==> config.mk <==
export PLATFORM = sky130hd
export DESIGN_NAME = sip_message_header_parser_flat
export DESIGN_NICKNAME = d
export VERILOG_FILES = /design/src/design/sip_hp_pkg.sv /design/src/design/sip_byte_if.sv /design/src/design/sip_rec_if.sv /design/src/design/sip_message_header_parser.sv /design/src/flat_wrapper.sv
export VERILOG_INCLUDE_DIRS = /design/src /design/src/design
export SDC_FILE = /design/constraint.sdc
export NUM_CORES = 1
export LEC_CHECK = 0
export ABC_CLOCK_PERIOD_IN_PS = 8670
export BUFFER_PORTS_ARGS = -buffer_cell sky130_fd_sc_hd__buf_2
export CAP_MARGIN = 20
export CORE_ASPECT_RATIO = 2
export CORE_MARGIN = 2
export CORE_UTILIZATION = 63
export CTS_CLUSTER_SIZE = 16
export DETAILED_ROUTE_END_ITERATION = 6
export GPL_TIMING_DRIVEN = 1
export PLACE_DENSITY = 0.92
export SLEW_MARGIN = 15
export SYNTH_ARGS = -nofsm -noshare
export SYNTH_HDL_FRONTEND = slang
export SYNTH_SLANG_ARGS = --single-unit
==> constraint.sdc <==
create_clock -name i_clk -period 8.67 [get_ports i_clk]
set_input_delay 0.867 -clock i_clk [delete_from_list [all_inputs] [get_ports i_clk]]
set_output_delay 0.867 -clock i_clk [all_outputs]
set_load 0.05 [all_outputs]
==> src/design/sip_message_header_parser_defines.svh <==
// Assertion macros used by the SIP header parser module.
`ifndef SIP_MESSAGE_HEADER_PARSER_DEFINES_SVH
`define SIP_MESSAGE_HEADER_PARSER_DEFINES_SVH

// Same-cycle implication, disabled while reset is held.
`define SIP_ASSERT(label, clk, rst_n, ante, cons, msg) \
    label: assert property (@(posedge clk) disable iff (!rst_n) (ante) |-> (cons)) \
        else $error(msg);

// Next-cycle implication, disabled while reset is held.
`define SIP_ASSERT_NEXT(label, clk, rst_n, ante, cons, msg) \
    label: assert property (@(posedge clk) disable iff (!rst_n) (ante) |=> (cons)) \
        else $error(msg);

`endif

==> src/design/sip_hp_pkg.sv <==
// Constants, prefix tables, record type and helpers for the SIP header parser.
package sip_hp_pkg;

    // sizing
    localparam int unsigned MAX_MESSAGE = 4096;
    localparam int unsigned MAX_CUSTOM  = 8;
    localparam int unsigned POS_W       = $clog2(MAX_MESSAGE + 1);
    localparam int unsigned CT_W        = $clog2(MAX_CUSTOM + 1);

    // fixed output field widths
    localparam int unsigned OFF_W  = 12;
    localparam int unsigned LEN_W  = 13;
    localparam int unsigned CODE_W = 3;

    // output queue
    localparam int unsigned FIFO_DEPTH = 4;
    localparam int unsigned FPTR_W     = $clog2(FIFO_DEPTH);
    localparam int unsigned FCNT_W     = $clog2(FIFO_DEPTH + 1);

    // record kinds
    localparam logic REC_HEADER  = 1'b0;
    localparam logic REC_SUMMARY = 1'b1;

    // header kinds
    localparam logic [CODE_W-1:0] HK_CALL_ID = 3'd0;
    localparam logic [CODE_W-1:0] HK_FROM    = 3'd1;
    localparam logic [CODE_W-1:0] HK_TO      = 3'd2;
    localparam logic [CODE_W-1:0] HK_CSEQ    = 3'd3;
    localparam logic [CODE_W-1:0] HK_VIA     = 3'd4;
    localparam logic [CODE_W-1:0] HK_CUSTOM  = 3'd5;

    // method codes; a matched verb prefix k gives code k+1
    localparam logic [CODE_W-1:0] MC_UNKNOWN  = 3'd0;
    localparam logic [CODE_W-1:0] MC_INVITE   = 3'd1;
    localparam logic [CODE_W-1:0] MC_RESPONSE = 3'd6;

    // characters
    localparam logic [7:0] CHAR_CR    = 8'h0D;
    localparam logic [7:0] CHAR_LF    = 8'h0A;
    localparam logic [7:0] CHAR_COLON = 8'h3A;
    localparam logic [7:0] CHAR_SPACE = 8'h20;
    localparam logic [7:0] CHAR_TAB   = 8'h09;

    // prefix table: six start-line verbs, five standard headers, custom marker
    localparam int unsigned PAT_NUM    = 12;
    localparam int unsigned NUM_VERBS  = 6;
    localparam int unsigned NUM_HDRS   = 5;
    localparam int unsigned HDR_BASE   = 6;
    localparam int unsigned PAT_CUSTOM = 11;
    localparam int unsigned CUSTOM_MIN = 2;
    localparam int unsigned VERB_MIN   = 3;

    localparam logic [79:0] PAT_TEXT [PAT_NUM] = '{
        "INVITE", "ACK", "CANCEL", "BYE", "OPTIONS", "SIP/2.0",
        "Call-ID: ", "From: ", "To: ", "CSeq: ", "Via: ", "X-"
    };
    localparam int unsigned PAT_LEN [PAT_NUM] = '{6, 3, 6, 3, 7, 7, 9, 6, 4, 6, 5, 2};

    // one result beat
    typedef struct packed {
        logic              record_kind;
        logic [CODE_W-1:0] header_kind;
        logic [CODE_W-1:0] custom_index;
        logic [OFF_W-1:0]  line_offset;
        logic [OFF_W-1:0]  name_length;
        logic [OFF_W-1:0]  value_offset;
        logic [LEN_W-1:0]  value_length;
        logic [CODE_W-1:0] method_code;
        logic              parse_ok;
        logic [OFF_W-1:0]  body_offset;
        logic [LEN_W-1:0]  body_length;
        logic              last_of_run;
    } t_rec;

    // character of prefix k at position off (text is right-aligned in its word)
    function automatic logic [7:0] pat_char(input int unsigned k, input logic [3:0] off);
        logic [6:0] sh;
        sh = '0;
        if (32'(off) < PAT_LEN[k]) sh = 7'(8 * (PAT_LEN[k] - 1 - 32'(off)));
        return PAT_TEXT[k][sh +: 8];
    endfunction

    // clamp a position to an offset field
    function automatic logic [OFF_W-1:0] sat_off(input logic [POS_W-1:0] x);
        logic [31:0] w;
        w = 32'(x);
        return (w > 32'((1 << OFF_W) - 1)) ? '1 : w[OFF_W-1:0];
    endfunction

    // clamp a position difference to a length field
    function automatic logic [LEN_W-1:0] sat_len(input logic [POS_W-1:0] x);
        logic [31:0] w;
        w = 32'(x);
        return (w > 32'((1 << LEN_W) - 1)) ? '1 : w[LEN_W-1:0];
    endfunction

    // clamp a slot number to the custom index field
    function automatic logic [CODE_W-1:0] sat_code(input logic [CT_W-1:0] x);
        logic [31:0] w;
        w = 32'(x);
        return (w > 32'((1 << CODE_W) - 1)) ? '1 : w[CODE_W-1:0];
    endfunction

endpackage

==> src/design/sip_byte_if.sv <==
// Byte input channel of the SIP header parser.
interface sip_byte_if;
    logic       valid;
    logic       ready;
    logic [7:0] data_byte;
    logic       end_of_message;

    modport source (output valid, output data_byte, output end_of_message, input ready);
    modport sink   (input valid, input data_byte, input end_of_message, output ready);
endinterface

==> src/design/sip_rec_if.sv <==
// Record output channel of the SIP header parser.
interface sip_rec_if;
    logic                          valid;
    logic                          ready;
    logic                          record_kind;
    logic [sip_hp_pkg::CODE_W-1:0] header_kind;
    logic [sip_hp_pkg::CODE_W-1:0] custom_index;
    logic [sip_hp_pkg::OFF_W-1:0]  line_offset;
    logic [sip_hp_pkg::OFF_W-1:0]  name_length;
    logic [sip_hp_pkg::OFF_W-1:0]  value_offset;
    logic [sip_hp_pkg::LEN_W-1:0]  value_length;
    logic [sip_hp_pkg::CODE_W-1:0] method_code;
    logic                          parse_ok;
    logic [sip_hp_pkg::OFF_W-1:0]  body_offset;
    logic [sip_hp_pkg::LEN_W-1:0]  body_length;
    logic                          last_of_run;

    modport source (
        output valid, output record_kind, output header_kind, output custom_index,
        output line_offset, output name_length, output value_offset, output value_length,
        output method_code, output parse_ok, output body_offset, output body_length,
        output last_of_run, input ready
    );
    modport sink (
        input valid, input record_kind, input header_kind, input custom_index,
        input line_offset, input name_length, input value_offset, input value_length,
        input method_code, input parse_ok, input body_offset, input body_length,
        input last_of_run, output ready
    );
endinterface

==> src/design/sip_message_header_parser.sv <==
// SIP message header parser: byte-stream framing, header records and message summary.
//
// i_byte carries one datagram byte per beat; end_of_message marks the last byte.
// o_rec carries records: a header record for each recognised header line (emitted
// when its LF arrives) and a summary record on the final byte with method, parse
// status and body span. A byte causes at most two beats; last_of_run flags the last.
// A byte is parsed in the cycle it is accepted and its records are written to a
// four-entry output queue; o_rec shows the record held at the head of that queue.
// Throughput is one byte per cycle; the only limit is the queue, which takes a
// byte only while two entries are free. A byte that causes two records therefore
// fills two queue entries, which the receiver drains one record per handshake.
// When the receiver stalls, queued records hold and i_byte.ready drops once fewer
// than two entries remain free; nothing is lost or reordered.
// Synchronous active-low reset empties the queue and returns the parser to the
// start line of a fresh message; after a summary the parser resets itself.
`include "sip_message_header_parser_defines.svh"

module sip_message_header_parser (
    input  logic  i_clk,
    input  logic  i_rst_n,
    sip_byte_if.sink   i_byte,
    sip_rec_if.source  o_rec
);
    import sip_hp_pkg::*;

    typedef enum logic [1:0] {PH_START, PH_HEADERS, PH_BODY} t_phase;

    // parser state
    t_phase             r_phase, n_phase;
    logic [POS_W-1:0]   r_pos, n_pos;
    logic [POS_W-1:0]   r_line_start, n_line_start;
    logic [PAT_NUM-1:0] r_hits, n_hits;
    logic               r_cr, n_cr;
    logic               r_colon, n_colon;
    logic [POS_W-1:0]   r_colon_pos, n_colon_pos;
    logic               r_blank, n_blank;
    logic [POS_W-1:0]   r_value_start, n_value_start;
    logic [CODE_W-1:0]  r_verb, n_verb;
    logic [CT_W-1:0]    r_ctaken, n_ctaken;
    logic [POS_W-1:0]   r_body_start, n_body_start;
    logic               r_failed, n_failed;

    // output queue
    t_rec               r_fifo [FIFO_DEPTH];
    logic [FPTR_W-1:0]  r_wr_ptr, r_rd_ptr;
    logic [FCNT_W-1:0]  r_count;

    logic               w_acc, w_pop;
    logic               w_hdr_push, w_sum_push;
    t_rec               w_hdr_rec, w_sum_rec;
    logic [POS_W-1:0]   w_off, w_len, w_cr_pos;
    logic [7:0]         w_b;
    logic               w_hdr_found, w_ok;
    int unsigned        w_hdr_k;

    assign w_acc = i_byte.valid && i_byte.ready;
    assign w_pop = o_rec.valid && o_rec.ready;
    assign w_b   = i_byte.data_byte;

    // position arithmetic for the current byte
    assign w_off    = r_pos - r_line_start;
    assign w_cr_pos = r_pos - POS_W'(1);
    assign w_len    = w_cr_pos - r_line_start;

    // first standard header prefix that matched and has a value byte
    always_comb begin
        w_hdr_found = 1'b0;
        w_hdr_k     = 0;
        for (int k = NUM_HDRS - 1; k >= 0; k--) begin
            if (r_hits[HDR_BASE + k] && 32'(w_len) > PAT_LEN[HDR_BASE + k]) begin
                w_hdr_found = 1'b1;
                w_hdr_k     = k;
            end
        end
    end

    // per-byte parse step
    always_comb begin
        n_phase       = r_phase;
        n_pos         = r_pos;
        n_line_start  = r_line_start;
        n_hits        = r_hits;
        n_cr          = r_cr;
        n_colon       = r_colon;
        n_colon_pos   = r_colon_pos;
        n_blank       = r_blank;
        n_value_start = r_value_start;
        n_verb        = r_verb;
        n_ctaken      = r_ctaken;
        n_body_start  = r_body_start;
        n_failed      = r_failed;
        w_hdr_push    = 1'b0;
        w_hdr_rec     = '0;
        w_sum_push    = 1'b0;
        w_sum_rec     = '0;
        w_ok          = 1'b0;

        if (w_acc) begin
            if (32'(r_pos) >= MAX_MESSAGE) begin
                n_failed = 1'b1;
            end else begin
                n_pos = r_pos + POS_W'(1);
                if (!r_failed && r_phase != PH_BODY) begin
                    if (r_cr) begin
                        // byte after CR must be LF
                        n_cr = 1'b0;
                        if (w_b != CHAR_LF) begin
                            n_failed = 1'b1;
                        end else begin
                            if (r_phase == PH_START) begin
                                n_verb = MC_UNKNOWN;
                                if (32'(w_len) >= VERB_MIN) begin
                                    for (int k = NUM_VERBS - 1; k >= 0; k--) begin
                                        if (r_hits[k] && 32'(w_len) >= PAT_LEN[k])
                                            n_verb = CODE_W'(k + 1);
                                    end
                                end
                                n_phase = PH_HEADERS;
                            end else if (w_len == '0) begin
                                n_phase      = PH_BODY;
                                n_body_start = r_pos + POS_W'(1);
                            end else if (w_hdr_found) begin
                                w_hdr_push             = 1'b1;
                                w_hdr_rec.record_kind  = REC_HEADER;
                                w_hdr_rec.header_kind  = CODE_W'(w_hdr_k);
                                w_hdr_rec.line_offset  = sat_off(r_line_start);
                                w_hdr_rec.value_offset = sat_off(r_line_start
                                    + POS_W'(PAT_LEN[HDR_BASE + w_hdr_k]));
                                w_hdr_rec.value_length = sat_len(w_len
                                    - POS_W'(PAT_LEN[HDR_BASE + w_hdr_k]));
                            end else if (r_hits[PAT_CUSTOM] && 32'(w_len) > CUSTOM_MIN
                                         && 32'(r_ctaken) < MAX_CUSTOM && r_colon) begin
                                w_hdr_push             = 1'b1;
                                w_hdr_rec.record_kind  = REC_HEADER;
                                w_hdr_rec.header_kind  = HK_CUSTOM;
                                w_hdr_rec.custom_index = sat_code(r_ctaken);
                                w_hdr_rec.line_offset  = sat_off(r_line_start);
                                w_hdr_rec.name_length  = sat_off(r_colon_pos - r_line_start);
                                w_hdr_rec.value_offset = sat_off(r_value_start);
                                w_hdr_rec.value_length = sat_len(w_cr_pos - r_value_start);
                                n_ctaken               = r_ctaken + CT_W'(1);
                            end
                            // new line starts after the LF
                            n_line_start  = r_pos + POS_W'(1);
                            n_hits        = '1;
                            n_colon       = 1'b0;
                            n_colon_pos   = '0;
                            n_blank       = 1'b0;
                            n_value_start = '0;
                        end
                    end else if (w_b == CHAR_CR) begin
                        n_cr = 1'b1;
                    end else begin
                        // drop prefixes that this byte contradicts
                        for (int k = 0; k < PAT_NUM; k++) begin
                            if (32'(w_off) < PAT_LEN[k] && w_b != pat_char(k, w_off[3:0]))
                                n_hits[k] = 1'b0;
                        end
                        // colon and leading blanks of a custom value
                        if (!r_colon && w_b == CHAR_COLON) begin
                            n_colon       = 1'b1;
                            n_colon_pos   = r_pos;
                            n_value_start = r_pos + POS_W'(1);
                            n_blank       = 1'b1;
                        end else if (r_blank) begin
                            if (w_b == CHAR_SPACE || w_b == CHAR_TAB)
                                n_value_start = r_pos + POS_W'(1);
                            else
                                n_blank = 1'b0;
                        end
                    end
                end
            end

            // summary on the final byte, then back to a fresh message
            if (i_byte.end_of_message) begin
                w_ok = !n_failed && (n_phase == PH_BODY ||
                       (n_phase == PH_HEADERS && !n_cr && n_line_start == n_pos));
                w_sum_push              = 1'b1;
                w_sum_rec.record_kind   = REC_SUMMARY;
                w_sum_rec.method_code   = n_verb;
                w_sum_rec.parse_ok      = w_ok;
                w_sum_rec.last_of_run   = 1'b1;
                if (w_ok && n_phase == PH_BODY) begin
                    w_sum_rec.body_offset = sat_off(n_body_start);
                    w_sum_rec.body_length = sat_len(n_pos - n_body_start);
                end
                n_phase       = PH_START;
                n_pos         = '0;
                n_line_start  = '0;
                n_hits        = '1;
                n_cr          = 1'b0;
                n_colon       = 1'b0;
                n_colon_pos   = '0;
                n_blank       = 1'b0;
                n_value_start = '0;
                n_verb        = MC_UNKNOWN;
                n_ctaken      = '0;
                n_body_start  = '0;
                n_failed      = 1'b0;
            end
            w_hdr_rec.last_of_run = !w_sum_push;
        end
    end

    // state and output queue
    always_ff @(posedge i_clk) begin
        if (!i_rst_n) begin
            r_phase       <= PH_START;
            r_pos         <= '0;
            r_line_start  <= '0;
            r_hits        <= '1;
            r_cr          <= 1'b0;
            r_colon       <= 1'b0;
            r_colon_pos   <= '0;
            r_blank       <= 1'b0;
            r_value_start <= '0;
            r_verb        <= MC_UNKNOWN;
            r_ctaken      <= '0;
            r_body_start  <= '0;
            r_failed      <= 1'b0;
            r_wr_ptr      <= '0;
            r_rd_ptr      <= '0;
            r_count       <= '0;
        end else begin
            r_phase       <= n_phase;
            r_pos         <= n_pos;
            r_line_start  <= n_line_start;
            r_hits        <= n_hits;
            r_cr          <= n_cr;
            r_colon       <= n_colon;
            r_colon_pos   <= n_colon_pos;
            r_blank       <= n_blank;
            r_value_start <= n_value_start;
            r_verb        <= n_verb;
            r_ctaken      <= n_ctaken;
            r_body_start  <= n_body_start;
            r_failed      <= n_failed;
            if (w_hdr_push)
                r_fifo[r_wr_ptr] <= w_hdr_rec;
            if (w_sum_push)
                r_fifo[r_wr_ptr + FPTR_W'(w_hdr_push)] <= w_sum_rec;
            r_wr_ptr <= r_wr_ptr + FPTR_W'(w_hdr_push) + FPTR_W'(w_sum_push);
            r_rd_ptr <= r_rd_ptr + FPTR_W'(w_pop);
            r_count  <= r_count + FCNT_W'(w_hdr_push) + FCNT_W'(w_sum_push)
                        - FCNT_W'(w_pop);
        end
    end

    // handshakes and head of queue
    assign i_byte.ready       = (32'(r_count) + 2) <= FIFO_DEPTH;
    assign o_rec.valid        = r_count != '0;
    assign o_rec.record_kind  = r_fifo[r_rd_ptr].record_kind;
    assign o_rec.header_kind  = r_fifo[r_rd_ptr].header_kind;
    assign o_rec.custom_index = r_fifo[r_rd_ptr].custom_index;
    assign o_rec.line_offset  = r_fifo[r_rd_ptr].line_offset;
    assign o_rec.name_length  = r_fifo[r_rd_ptr].name_length;
    assign o_rec.value_offset = r_fifo[r_rd_ptr].value_offset;
    assign o_rec.value_length = r_fifo[r_rd_ptr].value_length;
    assign o_rec.method_code  = r_fifo[r_rd_ptr].method_code;
    assign o_rec.parse_ok     = r_fifo[r_rd_ptr].parse_ok;
    assign o_rec.body_offset  = r_fifo[r_rd_ptr].body_offset;
    assign o_rec.body_length  = r_fifo[r_rd_ptr].body_length;
    assign o_rec.last_of_run  = r_fifo[r_rd_ptr].last_of_run;

    // checks
    `SIP_ASSERT(a_fifo_bound, i_clk, i_rst_n, 1'b1, 32'(r_count) <= FIFO_DEPTH, "queue overflow")
    `SIP_ASSERT(a_pos_bound, i_clk, i_rst_n, 1'b1, 32'(r_pos) <= MAX_MESSAGE, "position overrun")
    `SIP_ASSERT(a_no_hdr_body, i_clk, i_rst_n, w_acc && r_phase == PH_BODY, !w_hdr_push, "header in body")
    `SIP_ASSERT_NEXT(a_eom_clear, i_clk, i_rst_n, w_acc && i_byte.end_of_message, r_pos == '0 && r_phase == PH_START && !r_failed, "no reset after summary")

endmodule
==> src/flat_wrapper.sv <==
// flat-port wrapper written by rule: the top's interface ports become plain ports
module sip_message_header_parser_flat import sip_hp_pkg::*;
  (i_clk, i_rst_n, i_byte_valid, i_byte_data_byte, i_byte_end_of_message, i_byte_ready, o_rec_valid, o_rec_record_kind, o_rec_header_kind, o_rec_custom_index, o_rec_line_offset, o_rec_name_length, o_rec_value_offset, o_rec_value_length, o_rec_method_code, o_rec_parse_ok, o_rec_body_offset, o_rec_body_length, o_rec_last_of_run, o_rec_ready);
  sip_byte_if i_byte_i ();
  sip_rec_if o_rec_i ();
  input  logic i_clk;
  input  logic i_rst_n;
  input wire logic [$bits(i_byte_i.valid)-1:0] i_byte_valid;
  input wire logic [$bits(i_byte_i.data_byte)-1:0] i_byte_data_byte;
  input wire logic [$bits(i_byte_i.end_of_message)-1:0] i_byte_end_of_message;
  output wire logic [$bits(i_byte_i.ready)-1:0] i_byte_ready;
  output wire logic [$bits(o_rec_i.valid)-1:0] o_rec_valid;
  output wire logic [$bits(o_rec_i.record_kind)-1:0] o_rec_record_kind;
  output wire logic [$bits(o_rec_i.header_kind)-1:0] o_rec_header_kind;
  output wire logic [$bits(o_rec_i.custom_index)-1:0] o_rec_custom_index;
  output wire logic [$bits(o_rec_i.line_offset)-1:0] o_rec_line_offset;
  output wire logic [$bits(o_rec_i.name_length)-1:0] o_rec_name_length;
  output wire logic [$bits(o_rec_i.value_offset)-1:0] o_rec_value_offset;
  output wire logic [$bits(o_rec_i.value_length)-1:0] o_rec_value_length;
  output wire logic [$bits(o_rec_i.method_code)-1:0] o_rec_method_code;
  output wire logic [$bits(o_rec_i.parse_ok)-1:0] o_rec_parse_ok;
  output wire logic [$bits(o_rec_i.body_offset)-1:0] o_rec_body_offset;
  output wire logic [$bits(o_rec_i.body_length)-1:0] o_rec_body_length;
  output wire logic [$bits(o_rec_i.last_of_run)-1:0] o_rec_last_of_run;
  input wire logic [$bits(o_rec_i.ready)-1:0] o_rec_ready;
  assign i_byte_i.valid = i_byte_valid;
  assign i_byte_i.data_byte = i_byte_data_byte;
  assign i_byte_i.end_of_message = i_byte_end_of_message;
  assign i_byte_ready = i_byte_i.ready;
  assign o_rec_valid = o_rec_i.valid;
  assign o_rec_record_kind = o_rec_i.record_kind;
  assign o_rec_header_kind = o_rec_i.header_kind;
  assign o_rec_custom_index = o_rec_i.custom_index;
  assign o_rec_line_offset = o_rec_i.line_offset;
  assign o_rec_name_length = o_rec_i.name_length;
  assign o_rec_value_offset = o_rec_i.value_offset;
  assign o_rec_value_length = o_rec_i.value_length;
  assign o_rec_method_code = o_rec_i.method_code;
  assign o_rec_parse_ok = o_rec_i.parse_ok;
  assign o_rec_body_offset = o_rec_i.body_offset;
  assign o_rec_body_length = o_rec_i.body_length;
  assign o_rec_last_of_run = o_rec_i.last_of_run;
  assign o_rec_i.ready = o_rec_ready;
  sip_message_header_parser u_core (.i_clk(i_clk), .i_rst_n(i_rst_n), .i_byte(i_byte_i), .o_rec(o_rec_i));
endmodule
**Word-level counts from Yosys, hierarchy flattened**

Memory sizes are Yosys's and may differ from the RTL's. A register that Yosys moved wholly into a read port is not among the register bits.
Cells that the tools add are included.

- Bitwise gates (word level): 1
- Shift-type cells: 12
- Add/subtract/negate cells: 25
- Equality and inequality tests: 28
- Magnitude comparators: 32
- Muxes and demuxes: 204
- Divide/modulo/power cells: 0
- Reduce and logical (&&, ||, !) cells: 78
- Multipliers: 0

Operators with widths:

| kind | number |
|---|---|
| $shiftx A80 B8 Y8 const A | 12 |
| $mux W13 | 34 |
| $mux W56 | 7 |
| $mux W7 | 42 |
| $mux W12 | 13 |
| $ne A8 B8 Y1 | 12 |
| $reduce_and A6 Y1 | 13 |
| $sub A13 B13 Y13 | 6 |
| $gt A13 B12 Y1 const B | 5 |
| $mux W1 | 64 |
| $mux W3 | 21 |
| $mux W30 | 2 |
| $mux W55 | 1 |
| $lt A13 B3 Y1 const B | 4 |
| $mux W25 | 2 |
| $reduce_bool A3 Y1 | 14 |
| $gt A13 B3 Y1 const B | 3 |
| $mux W4 | 9 |
| $logic_and A1 B1 Y1 | 34 |
| $ge A33 B5 Y1 const B | 1 |
| $not A32 Y33 | 1 |
| $le A32 B3 Y1 const B | 1 |
| $ge A13 B3 Y1 const B | 2 |
| $lt A13 B2 Y1 const B | 2 |
| other kinds (41) | 75 |

- Word-level logic and storage cells: 409
- Memories: 2
- Latch bits: 0
- Flip-flop bits (word level): 97
- Bits in writable memories: 344
- Output and inout port bits: 88
- ROM bits: 512
- Bits of input ports: 13

Memory list:

| memory | words | width | read ports | clocked after memory_dff | wr ports | RTL line | text |
|---|---|---|---|---|---|---|---|
| (no name shown) | 16 | 32 | 1 | 0 | 0 | sip_message_header_parser.sv:128 | `+ POS_W'(PAT_LEN[HDR_BASE + w_hdr_k]));` |
| u_core.r_fifo | 4 | 86 | 1 | 1 | 2 | sip_message_header_parser.sv:44 | `t_rec r_fifo [FIFO_DEPTH];` |

**Depth between registers and ports, before layout**

- Depth after elaboration: 25
- Depth in mapped cells: 32
- Gate-level depth less buffers: 30

**Least setup slack after synthesis**

No wires, ideal clock.

- Path kind: flip-flop to flip-flop
- From: register u_core.r_pos[0]
- To: memory u_core.r_fifo[2][47] (netlist name)
- Arrival: 6.878 ns
- Data required time: 8.600 ns
- Setup time: 0.070 ns
- Stages on the path, launching flop included: 30
- Path slack: 1.721 ns
- Clock period less this slack: 6.949 ns
- Buffers on the path: 2
- Cell sequence: dfxtp_1 > clkbuf_1 > inv_1 > ha_1 > xor2_1 > ha_1 > nor2b_1 > o2111a_1 > or4_1 > a21boi_2 > nand4b_1 > nand4bb_1 > or4b_1 > a221oi_2 > inv_1 > ha_1 > nor2_1 > inv_1 > a21o_1 > fa_1 > a21o_1 > a21oi_1 > nor2_1 > nand3_1 > xnor2_1 > clkbuf_1 > nor2_1 > mux2i_1 > nand2_1 > a21oi_1

RTL lines:

| element | RTL line | text |
|---|---|---|
| start, declared | sip_message_header_parser.sv:30 | `logic [POS_W-1:0] r_pos, n_pos;` |
| start signal, assigned | sip_message_header_parser.sv:227 | `r_pos <= n_pos;` |
| end, declared | sip_message_header_parser.sv:44 |  |

==> results.txt <==
----------------------------------------------------
[Run status]
  Status ... completed

[Timing]
  Final total negative setup slack ... 0 ns
  Final clock skew ... between 0.05 and 0.06 ns
  Measured slew at the worst slew-check pin ... ~1.1 ns
  Number of pins with negative max-slew slack in the final report ... 0
  Setup-violating endpoint count in the final report ... 0
  Hold Vio Cnt, Final ... 0
  Timing-limited maximum frequency ... approximately 0.12 GHz
  Slew HR ... 0.266
  Period minus WS final ... 8.22 ns
  Unrepaired setup endpoints after global routing ... no
  Period utilisation layout ... 0.948

[Synthesis]
  Fraction of synthesized area in multiplexers ... 0.0949
  Count of distinct cell types in the synthesized netlist ... 101
  Mapped Area ... between 0.02 and 0.03 mm^2
  Adder-cell share of the synthesized area ... 0.0603
  Mean Syn Cell Area ... 8.89 um^2
  Combinational family with the most area after synthesis ... simple AND/OR/NAND/NOR gates
  Most area-consuming cells after synthesis ... sky130_fd_sc_hd__dfxtp_1, sky130_fd_sc_hd__edfxtp_1, sky130_fd_sc_hd__mux4_2
  Yosys top cell area share ... 0.246
  Primary flip-flop cell chosen by synthesis mapping ... sky130_fd_sc_hd__dfxtp_1
  Post-synthesis xor/xnor area fraction ... 0.0534
  Synthesized-area fraction occupied by and/or/nand/nor cells ... 0.191
  Synth Warn # ... 0
  Most numerous cell in the Yosys netlist ... sky130_fd_sc_hd__nand2_1
  Share of flip-flops with an asynchronous set or reset ... 0
  Syn nets ... 3039
  Biggest area consumer among synthesized cells ... sky130_fd_sc_hd__dfxtp_1
  Count of state elements after synthesis ... 441
  Synthesized instance count ... between 2k and 3k
  Top cells by instance count after synthesis ... sky130_fd_sc_hd__nand2_1, sky130_fd_sc_hd__nor2_1, sky130_fd_sc_hd__dfxtp_1, sky130_fd_sc_hd__a21oi_1, sky130_fd_sc_hd__edfxtp_1
  Share of the yosys chip area belonging to registers ... 0.390
  Count of flip-flops with a built-in enable after synthesis ... 124
  Area fraction in compound gates after synthesis ... 0.163

[Clocking]
  Clock edge transition at the registers on the reported setup and hold paths ... 0.06 ns
  Clk sinks ... around 440
  Worst-skew pair later-pin latency ... a little under 0.6 ns
  CTS tree ... built
  Total setup buffers inserted after CTS ... 0
  CTS root buf ... sky130_fd_sc_hd__clkbuf_16
  # H-tree levels ... 2
  Resized cells post-CTS ... 0
  Number of buffers on the longest clock path ... 3
  Clock buffer count from CTS ... 40
  CTS Hold Bufs ... 0

[Placed design]
  Final weighted congestion of routability-driven global placement ... 1.05
  DP HPWL ... ~55000 um
  Port Buffer Count ... 100
  Placed standard-cell area ... between 0.02 and 0.03 mm^2

[Cells and area]
  Fraction of layout instances using a drive strength above 1 ... 0.128
  Layout Cell Area excl Fill ... 0.0280 mm^2
  Fill cell count ... about 3.0k
  Number of nets in the layout ... approximately 3k
  Final core area utilization ... 0.688
  Layout-stage area growth over the synthesis result ... 8.41%

[Die]
  Number of ports placed on the die boundary ... slightly above 100
  Die area ... approximately 0.043 mm^2
  FP Rows ... ~110
  X dimension of the die ... around 150 um
  Die Ht ... approximately 290 um
  Core outline area ... ~0.041 mm^2
  Starting density of the core ... 0.634

[Global route]
  Total routing usage reported by global routing ... 0.374
  Via count of the first global-routing pass ... 22.9k
  Congestion Overflow GR ... 0
  Number of antenna violations at the first check in global routing ... 1
  Maximum number of pins on one net before global-route repair ... 76
  Wire length of the first global-routing pass ... around 130000 um

[Critical path]
  Max FO, Critical Path ... 12
  Category of the critical setup timing path ... reg -> reg
  Worst Setup End Kind ... register
  Crit-path slowest cell ... sky130_fd_sc_hd__or4b_1
  Critical Path Max Stage Delay ... ~0.68 ns
  Data arrival time at the worst-slack endpoint ... slightly below 9 ns
  CP Launch Type ... register
  Required @ worst endpoint ... between 9 and 10 ns

[Pwr]
  Pwr dens ... about 210 mW/mm^2
  Worst ir drop on vdd ... 0.000199 V
  Cell leakage power ... between 0.01 and 0.015 uW

[Min path]
  Class of the tightest hold or removal check ... reg -> reg

[Drt]
  Via/cell ratio ... about 6.8
  1st-iter DRT viols ... 3103
  Detailed-route wire length ... 82100 um
  Routed length per instance ... 23.5 um
  Vias post-DR ... 23.6k
  Residual DRC count ... 0
  Antenna-violating nets left ... 0
  Number of detailed-route iterations in the first pass ... 6

[Flow run]
  Max-cap violations ... 0

----------------------------------------------------
cells by family after synthesis:
logic type	count (synthesis)
simple gates	1119
fa+ha+maj	119
mux	137
xor+xnor	152
flops	441
buf+inv	282
compound gates	657
metal layers:
metal	GRT usage	routed length, um	vias up
met3	0.0562	7880	445
met2	0.605	38800	1646
li1	-	-	10300
met1	0.451	28200	11200
met5	0	9	-
met4	0.276	7220	2
final timing paths:
check / slack (ns) / from / cells after the start / endpoint
worst max-delay path: 0.45 / u_core.r_pos[0]$_SDFFE_PN0P_ / 30 / u_core.r_fifo[0][41]$_SDFFE_PP0P_
worst min register to register: 0.45 / u_core.r_fifo[3][34]$_SDFFE_PP0P_ / 2 / u_core.r_fifo[3][34]$_SDFFE_PP0P_
worst max register to register: 0.45 / u_core.r_pos[0]$_SDFFE_PN0P_ / 30 / u_core.r_fifo[0][41]$_SDFFE_PP0P_
worst min-delay path: 0.45 / u_core.r_fifo[3][34]$_SDFFE_PP0P_ / 2 / u_core.r_fifo[3][34]$_SDFFE_PP0P_
worst max-delay path, delay by kind of cell, from the launching register on:
family	cells	cell delay [ns]
buffers and inverters	4	0.66
DFF	1	0.29
AOI/OAI and AO/OA	8	2.48
and+or+nand+nor	13	3.38
adders and majority gates	3	0.94
xor gates and xnor gates	2	0.40
cell type report:
| class | instances | area [um^2] | area share |
|---|---|---|---|
| Multi-Input combinational cell | 2184 | 14700 | 0.523 |
| Sequential cell | 441 | 10100 | 0.360 |
| Clock buffer | 49 | 1060 | 0.0380 |
| Timing Repair Buffer | 152 | 886 | 0.0316 |
| Tap cell | 535 | 669 | 0.0239 |
| Inverter | 98 | 368 | 0.0131 |
| Clock inverter | 25 | 282 | 0.0101 |
| Antenna cell | 1 | 2.50 | 0.0000894 |
power by group:
group | switching [uW] | internal, uW
combinational | 1170 | 655
sequential | 105 | 2170
clock | 836 | 1010
placed cells by master (no fill, tap or decap), types with 9 or more instances in the layout:
master	n
sky130_fd_sc_hd__buf_2	102
sky130_fd_sc_hd__and2_1	14
sky130_fd_sc_hd__clkbuf_16	40
sky130_fd_sc_hd__nor2b_1	21
sky130_fd_sc_hd__mux4_2	86
sky130_fd_sc_hd__a211oi_1	56
sky130_fd_sc_hd__clkinv_1	14
sky130_fd_sc_hd__o21ai_1	12
sky130_fd_sc_hd__a21oi_1	272
sky130_fd_sc_hd__and3_1	16
sky130_fd_sc_hd__inv_1	89
sky130_fd_sc_hd__nand3_1	73
sky130_fd_sc_hd__nand2_1	462
sky130_fd_sc_hd__ha_1	110
sky130_fd_sc_hd__xor2_1	60
sky130_fd_sc_hd__o21a_1	9
sky130_fd_sc_hd__o31ai_1	10
sky130_fd_sc_hd__dfxtp_1	315
sky130_fd_sc_hd__nand2b_1	36
sky130_fd_sc_hd__buf_4	50
sky130_fd_sc_hd__o21ai_0	95
sky130_fd_sc_hd__nor3_1	45
sky130_fd_sc_hd__fa_1	9
sky130_fd_sc_hd__a21o_1	19
sky130_fd_sc_hd__a2bb2oi_1	13
sky130_fd_sc_hd__edfxtp_1	124
sky130_fd_sc_hd__mux2i_1	47
sky130_fd_sc_hd__nor2_1	354
sky130_fd_sc_hd__a31oi_1	19
sky130_fd_sc_hd__o211ai_1	11
sky130_fd_sc_hd__a22oi_1	37
sky130_fd_sc_hd__or3_1	19
sky130_fd_sc_hd__xnor2_1	86
sky130_fd_sc_hd__nor4_1	10
sky130_fd_sc_hd__or2_2	12
sky130_fd_sc_hd__nand4_1	11
sky130_fd_sc_hd__a211oi_2	17
state kept, by name, indices dropped and copies added (netlist names):
register and flops:
u_core.r_fifo 344, u_core.r_body_start 13, u_core.r_colon_pos 13, u_core.r_line_start 13
u_core.r_pos 13, u_core.r_value_start 13, u_core.r_hits 12, u_core.r_ctaken 4
u_core.r_count 3, u_core.r_verb 3, u_core.r_phase 2, u_core.r_rd_ptr 2
u_core.r_wr_ptr 2, u_core.r_blank 1, u_core.r_colon 1, u_core.r_cr 1
u_core.r_failed 1
metrics by stage:
stage | setup WS [ns] | hold WS, ns | instances | power, uW
after detailed placement | 0.474 | 0.444 | 3408 | 4100
after global routing | 0.00449 | 0.471 | 3484 | 6160
after CTS | 0.391 | 0.451 | 3482 | 5910
after floorplan | 1.72 | 0.429 | 2907 | 3680
final | 0.455 | 0.449 | 3485 | 5950
after global placement | 0.760 | 0.435 | 3408 | 4050
Power figures use the tool's default switching activity.
